## config.mk

```make
export PLATFORM = sky130hd
export DESIGN_NAME = gert_hist_acc
export DESIGN_NICKNAME = d
export VERILOG_FILES = /design/src/rtl/gert_pkg.sv /design/src/rtl/gert_hist_acc.sv
export SDC_FILE = /design/constraint.sdc
export NUM_CORES = 1
export LEC_CHECK = 0
export ABC_CLOCK_PERIOD_IN_PS = 8600
export BUFFER_PORTS_ARGS = -buffer_cell sky130_fd_sc_hd__buf_2
export CAP_MARGIN = 25
export CORE_ASPECT_RATIO = 1.1
export CORE_MARGIN = 2
export CORE_UTILIZATION = 40
export CTS_BUF_LIST = sky130_fd_sc_hd__clkbuf_4
export DETAILED_ROUTE_END_ITERATION = 12
export GPL_TIMING_DRIVEN = 0
export PLACE_DENSITY_LB_ADDON = 0.08
export SYNTH_ARGS = -nofsm -noshare
export SYNTH_HDL_FRONTEND = slang
export SYNTH_SLANG_ARGS = --single-unit
```

## constraint.sdc

```tcl
create_clock -name clk_i -period 8.6 [get_ports clk_i]
set_clock_uncertainty 0.2 [all_clocks]
set_input_delay 0.43 -clock clk_i [delete_from_list [all_inputs] [get_ports clk_i]]
set_output_delay 0.43 -clock clk_i [all_outputs]
set_load 0.005 [all_outputs]
```

## src/rtl/gert_pkg.sv

```systemverilog
// Package for the grid empty run tracker.
// Holds the item payload structs, control structs, sequencer states and widths.
// No dependencies.
package gert_pkg;

  localparam int RUN_W = 6;
  localparam int CNT_W = 11;
  localparam logic [CNT_W-1:0] CNT_MAX = 11'd2047;

  typedef struct packed {
    logic       func;
    logic [4:0] pos_x;
    logic [4:0] pos_y;
    logic [5:0] rect_w;
    logic [5:0] rect_h;
  } gert_in_t;

  typedef struct packed {
    logic [5:0]       bin_length;
    logic [CNT_W-1:0] cell_count;
    logic             last_bin;
  } gert_out_t;

  typedef struct packed {
    logic req;
    logic upd;
  } gert_line_op_t;

  typedef struct packed {
    logic clr;
    logic inc;
    logic rd;
  } gert_hist_op_t;

  typedef enum logic [2:0] {
    ST_IDLE,
    ST_PLACE,
    ST_SCAN,
    ST_DRAIN,
    ST_SETTLE,
    ST_READ,
    ST_WAIT
  } gert_state_e;

endpackage

```

## src/rtl/gert_hist_acc.sv

```systemverilog
// Histogram accumulator: saturating bin counters in a registered-read memory.
// Increment with write forwarding, per-bin valid bits for clearing; uses gert_pkg.
module gert_hist_acc import gert_pkg::*; #(
  parameter  int BINS = 33,
  localparam int BW   = (BINS > 1) ? $clog2(BINS) : 1
) (
  input  logic             clk_i,
  input  logic             rst_ni,
  input  gert_hist_op_t    op_i,
  input  logic [BW-1:0]    inc_bin_i,
  input  logic [BW-1:0]    rd_bin_i,
  output logic [CNT_W-1:0] cnt_o
);

  logic [CNT_W-1:0] hist_mem [BINS];
  logic [BINS-1:0]  bvld_q;

  logic             re;
  logic [BW-1:0]    raddr;
  logic [CNT_W-1:0] rdata_q;
  logic             rvld_q;
  logic             s1_q;
  logic [BW-1:0]    s1_bin_q;
  logic             wr_vld_q;
  logic [BW-1:0]    wr_bin_q;
  logic [CNT_W-1:0] wr_cnt_q;
  logic [CNT_W-1:0] base;
  logic [CNT_W-1:0] sum;

  assign re    = op_i.inc | op_i.rd;
  assign raddr = op_i.inc ? inc_bin_i : rd_bin_i;

  // forward the previous write, which the memory read missed
  assign base  = (wr_vld_q && (wr_bin_q == s1_bin_q)) ? wr_cnt_q :
                 (rvld_q ? rdata_q : '0);
  assign sum   = (base == CNT_MAX) ? base : base + CNT_W'(1);
  assign cnt_o = rvld_q ? rdata_q : '0;

  always_ff @(posedge clk_i) begin
    if (re) begin
      rdata_q <= hist_mem[raddr];
    end
    if (s1_q) begin
      hist_mem[s1_bin_q] <= sum;
    end
  end

  always_ff @(posedge clk_i) begin
    if (op_i.inc) begin
      s1_bin_q <= inc_bin_i;
    end
    if (s1_q) begin
      wr_bin_q <= s1_bin_q;
      wr_cnt_q <= sum;
    end
  end

  always_ff @(posedge clk_i or negedge rst_ni) begin
    if (!rst_ni) begin
      bvld_q   <= '0;
      rvld_q   <= 1'b0;
      s1_q     <= 1'b0;
      wr_vld_q <= 1'b0;
    end else begin
      s1_q     <= op_i.inc;
      wr_vld_q <= s1_q & ~op_i.clr;
      if (re) begin
        rvld_q <= bvld_q[raddr];
      end
      if (op_i.clr) begin
        bvld_q <= '0;
      end else if (s1_q) begin
        bvld_q[s1_bin_q] <= 1'b1;
      end
    end
  end

endmodule

```

==> impl_metrics.toml, run 1 <==
[logic_synthesis]
synth_seq_area_share = 0.729
synth_top_area_frac = 0.677
synthTopCellsByArea = "edfxtp_1 68%, dfrtp_1 5.1%, mux2i_1 4.9%, nand2_1 4.7%, mux4_2 3.1%"
yosysMostFrequentCell = "edfxtp_1"
syn_area_mm2 = 0.0176
synth_common_cells = "397 x edfxtp_1, 219 x nand2_1, 110 x nor2_1, 87 x mux2i_1, 49 x nand3_1"
syn_area_per_cell_um2 = 14.5
syn_nets = 1230
synthFlopType = "edfxtp_1"
yosysTopAreaCell = "edfxtp_1"
synth-edff-count = 397
async_flop_share = 0.0831
synth_cells = 1213
ys_warn_count = 0
synth_cell_type_count = 52
synth_seq_cells = 433

[clocking]
numCtsBuffers = 111
path_clk_slew_ns = 0.07
clock_latency_ns = 0.86
clock_path_buffers = 3
cts-root-buf = "clkbuf_4"
post_cts.repair.setup_buffers = 0
htreeDepth = 3
cts_tree = "built"
cts_sinks = 433

[worst_setup_path]
start_kind = "flip-flop"
crit_fanout = 19
crit_path_end_kind = "flip-flop"
crit_type = "reg2reg"
cp_data_required_time_ns = 9.05
worstPathArrival_ns = 4.51

[pwr]
switching_share = 0.258
clkPwrFrac = 0.378
power.switching_mw = 1.20
ir_drop_v = 0.000121
p_leak_nw = 7.63
power_frac_comb = 0.105
internal_power_mw = 3.45
pwr-share-seq = 0.517
powerDensity_mw_per_mm2 = 225
power_mw = 4.65

[sta]
finalCriticalPeriod_ns = 4.07
hold_viol = 0
max-slew-margin-rel = 0.280
fmax_ghz = 0.246
setup-tns-final_ns = 0
post-route-period-util = 0.473
tightest_slew_ns = 1.07
setup_viol = 0
rsz0062_at_grt = "false"
slew_violations = 0

[place]
place_hpwl_mm = 35.3
dp.cells = 1858
io_buffers = 26
gp_congestion = 0.890

[detailed_routing]
viasPerCell = 5.30
drt-total-wl_mm = 50.5
vias = 11000
drt_iter0_drc = 779
wl_per_cell_um = 24.3
dr.pass1.iters = 5
final_antenna_net_count = 0
post-route-drc-count = 0

[final_layout]
multi_input_area_mm2 = 0.00455
drive_above_1_share = 0.224
syn_to_final_growth_pct = 17.5
seqCellArea_mm2 = 0.0128
nFillCells = 3877
fin_util = 0.476
nNetsFinal = 1428
fin_cells = 2081

[floorplanning]
start_util = 0.405
coreArea_mm2 = 0.0434
io_pins = 28
die_area_mm2 = 0.0457
fp.dieH_um = 224
die_w_um = 204
rows = 80

[global_route]
grtUsageTotal = 0.225
grt_first_pass_wirelength_mm = 72.8
antenna_found_initial = 1
grt_pass1_vias = 11000
grt-ovfl-total = 0
grt_max_degree = 37

[outcome]
outcome = "completed"

[flow_run]
maxCapViolCount = 0

[hold_path]
hp-class = "in2reg"
-- what timing repair did --
| item | in CTS | in global routing |
|---|---|---|
| hold endpoints to repair | 66 | 36 |
| setup endpoints to repair | 0 | 0 |
| resized for setup | 0 | 0 |
| hold buffers | 11 | 1 |
-- sequential cells by signal, summed over array words and instances (netlist names) --
register / count
hist_mem: 363
bvld_q: 33
rdata_q: 11
wr_cnt_q: 11
s1_bin_q: 6
wr_bin_q: 6
rvld_q: 1
s1_q: 1
wr_vld_q: 1
-- path summary, 6_finish.rpt --
| path | depth (start not counted) | endpoint | slack [ns] | start |
|---|---|---|---|---|
| min in group asynchronous | 4 | bvld_q[32]$_DFFE_PN0P_ | 0.43 | rst_ni |
| max | 8 | hist_mem[30][2]$_DFFE_PP_ | 4.53 | s1_bin_q[2]$_DFFE_PP_ |
| min | 2 | s1_bin_q[4]$_DFFE_PP_ | 0.13 | inc_bin_i[4] |
| min reg2reg | 0 | wr_bin_q[1]$_DFFE_PP_ | 0.25 | s1_bin_q[1]$_DFFE_PP_ |
| max in group asynchronous | 4 | bvld_q[12]$_DFFE_PN0P_ | 7.49 | rst_ni |
| max reg2reg | 8 | hist_mem[30][2]$_DFFE_PP_ | 4.53 | s1_bin_q[2]$_DFFE_PP_ |
-- cells in the final DEF, fill, tap and decap left out, types with 5 or more instances in the layout --
cell	instances
buf_4	35
clkbuf_4	171
buf_2	47
nor3_1	5
o41ai_1	10
mux2i_1	84
mux4_2	24
nand3b_1	5
dfrtp_1	36
dlygate4sd3_1	12
inv_1	7
nand3_1	49
nand2_1	218
buf_8	6
o22ai_1	34
mux2_2	6
a31oi_1	25
nand4_1	7
buf_6	11
nor2_1	109
and2_1	11
or3_1	13
and3_1	29
a21oi_1	23
clkinv_1	23
clkbuf_1	26
clkinv_2	7
nor2b_1	5
edfxtp_1	397
a32oi_1	6
-- layer usage --
| layer | wire, µm | GRT usage | vias to the layer above |
|---|---|---|---|
| met5 | 0 | 0 | - |
| met4 | 1710 | 0.101 | 0 |
| met3 | 2480 | 0.0413 | 90 |
| met2 | 24900 | 0.373 | 345 |
| met1 | 21500 | 0.290 | 5512 |
| li1 | - | - | 5078 |
-- power groups by stage --
stage | Clock, mW | Sequential [mW] | Combinational, mW
2_1_floorplan | 0 | 2.44 | 0.242
3_3_place_gp | 0 | 2.46 | 0.432
3_5_place_dp | 0 | 2.45 | 0.487
4_1_cts | 1.81 | 2.40 | 0.490
5_1_grt | 1.92 | 2.40 | 0.520
6_report | 1.76 | 2.40 | 0.488
-- per-stage QoR --
step	hold slack (ns)	worst slack, ns	area, µm²
CTS	0.0402	4.48	20600
detailed placement	0.228	4.51	19100
floorplan	-0.0656	3.93	17600
global placement	0.225	-1.42	18400
finish	0.133	4.53	20700
global route	0.0884	4.28	20700
-- critical path, cell delays in order, from the launching register on --
cell and delay (ns):
edfxtp_1 0.38, buf_2 0.20, xor2_1 0.18, nor3_1 0.56, nand3_1 0.37, a22oi_2 0.53
nand4_1 0.40, a32oi_4 0.77, buf_16 0.24
-- cell type report --
class	instances	share of cell area
flip-flops and latches	433	0.620
multi-input cells	712	0.220
clock buffers	171	0.0621
repair buffers	85	0.0381
well taps	574	0.0347
plain buffers	61	0.0155
clock inverters	36	0.00805
inverters	7	0.00127
diodes	2	0.000242
-- cells by family after synthesis --
kind of cell	synth area share
AOI/OAI and AO/OA	0.0474
xor gates and xnor gates	0.00348
buffers and inverters	0.0197
DFF	0.729
and+or+nand+nor	0.115
muxes	0.0862
Power figures use the tool's default switching activity.
==> run 2, diff against run 1 <==
- ABC_CLOCK_PERIOD_IN_PS: 8600 -> 3700
- clock period: 8.6 -> 3.7 ns (I/O delays scaled with it)
==> impl_metrics.toml, run 2 (synthesis results as in run 1) <==
[detailed_routing]
dr.pass1.iters = 6
post-route-drc-count = 0
drt-total-wl_mm = 50.6
vias = 11100
viasPerCell = 5.34
wl_per_cell_um = 24.4
drt_iter0_drc = 849
final_antenna_net_count = 0

[sta]
rsz0062_at_grt = "false"
post-route-period-util = 0.959
whs_ns = 0.0878
setup_viol = 0
slew_violations = 0
finalCriticalPeriod_ns = 3.55
setup-tns-final_ns = 0
max-slew-margin-rel = 0.262
worst_slack_ns = 0.151
fmax_ghz = 0.282
hold_viol = 0
tightest_slew_ns = 1.10

[worst_setup_path]
worstPathArrival_ns = 3.99
crit_type = "reg2reg"
cp_data_required_time_ns = 4.14
crit_path_end_kind = "flip-flop"
crit_fanout = 21
start_kind = "flip-flop"

[floorplanning]
io_pins = 28
die_w_um = 204
rows = 80
start_util = 0.405
fp.dieH_um = 224
die_area_mm2 = 0.0457
coreArea_mm2 = 0.0434

[hold_path]
hp-class = "in2reg"

[clocking]
cts_tree = "built"
cts_sinks = 433
clock_path_buffers = 3
numCtsBuffers = 108
clock_latency_ns = 0.81
htreeDepth = 3
path_clk_slew_ns = 0.06
cts-root-buf = "clkbuf_4"

[final_layout]
mostFrequentLayoutCells = "397 x edfxtp_1, 218 x nand2_1, 165 x clkbuf_4, 108 x nor2_1, 84 x mux2i_1"
nNetsFinal = 1433
fin_cells = 2074
largest_register_ff_count = 363
fin_util = 0.477
top_regs = "hist_mem (363), bvld_q (33)"
drive_above_1_share = 0.219
stdcell_area_mm2 = 0.0207
final_common_cell = "edfxtp_1"
largest-register = "hist_mem"
syn_to_final_growth_pct = 17.8

[outcome]
outcome = "completed"

[global_route]
antenna_found_initial = 2
grt-ovfl-total = 0
grt_pass1_vias = 11400
grt_first_pass_wirelength_mm = 74.4
grtUsageTotal = 0.228
grt_max_degree = 37

[flow_run]
maxCapViolCount = 0

[pwr]
powerDensity_mw_per_mm2 = 514
switching_share = 0.254
pwr-share-seq = 0.523
p_leak_nw = 7.63
ir_drop_v = 0.000184
clkPwrFrac = 0.367
power_mw = 10.7
internal_power_mw = 7.94
power_frac_comb = 0.110
power.switching_mw = 2.71

[place]
io_buffers = 26
placed_area_mm2 = 0.0191
dp.cells = 1858
pre_cts_ws_ns = -0.323
gp_congestion = 0.846
place_hpwl_mm = 35.1
## run 2: changes by cell type in the layout (fill, tap and decap cells not counted), moves of 2 or more
| cell | before | now |
|---|---|---|
| dlygate4sd3_1 | 12 | 18 |
| clkbuf_4 | 171 | 165 |
| buf_16 | 4 | 6 |
| clkinv_2 | 7 | 2 |
| clkinv_4 | 3 | 0 |
## run 2: final timing paths
path | endpoint | from | cells past startpoint | slack, ns
setup / recovery | hist_mem[26][6]$_DFFE_PP_ | s1_bin_q[2]$_DFFE_PP_ | 8 | 0.15
hold reg to reg | wr_bin_q[0]$_DFFE_PP_ | s1_bin_q[0]$_DFFE_PP_ | 0 | 0.24
max in group asynchronous | s1_q$_DFF_PN0_ | rst_ni | 4 | 2.79
setup reg to reg | hist_mem[26][6]$_DFFE_PP_ | s1_bin_q[2]$_DFFE_PP_ | 8 | 0.15
hold / removal | s1_q$_DFF_PN0_ | op_i[1] | 2 | 0.09
min in group asynchronous | bvld_q[21]$_DFFE_PN0P_ | rst_ni | 4 | 0.27
## run 2: power by group through the flow
stage               registers (mW)  logic, mW  clock network [mW]
floorplan                     5.68      0.566                   0
global placement              5.71       1.01                   0
finish                        5.58       1.17                3.91
CTS                           5.58       1.18                4.03
detailed placement            5.68       1.15                   0
global route                  5.58       1.25                4.30
## run 2: area by class of cell
| type | instances | area [µm²] |
|---|---|---|
| Fill cell | 3988 | 22700 |
| Sequential cell | 433 | 12800 |
| Multi-Input combinational cell | 712 | 4580 |
| Clock buffer | 165 | 1240 |
| Timing Repair Buffer | 93 | 911 |
| Tap cell | 574 | 718 |
| Buffer | 61 | 322 |
| Clock inverter | 28 | 115 |
| Inverter | 7 | 26.3 |
| Antenna cell | 1 | 2.50 |
## run 2: per-layer routing
metal	track usage	vias up	part of all wire
met1	0.295	5588	0.42
li1	-	5057	-
met4	0.102	0	0.034
met5	0	-	0
met3	0.0436	82	0.053
met2	0.375	353	0.49
## run 2: critical path, stage by stage (launching register included)
cell,delay (ns)
edfxtp_1,0.37
buf_2,0.20
xor2_1,0.20
or3_1,0.46
o21ai_1,0.39
a22oi_2,0.28
o21ai_1,0.23
mux2i_4,0.84
buf_16,0.23
## run 2: what timing repair did
| action | 4_1_cts | 5_1_grt |
|---|---|---|
| setup endpoints to repair | 91 | 27 |
| gates resized for setup | 3 | 2 |
| cloned | 0 | 0 |
| hold endpoints to repair | 97 | 0 |
| hold buffers | 19 | 0 |
| setup buffers | 2 | 0 |
| pin swaps | 1 | 0 |
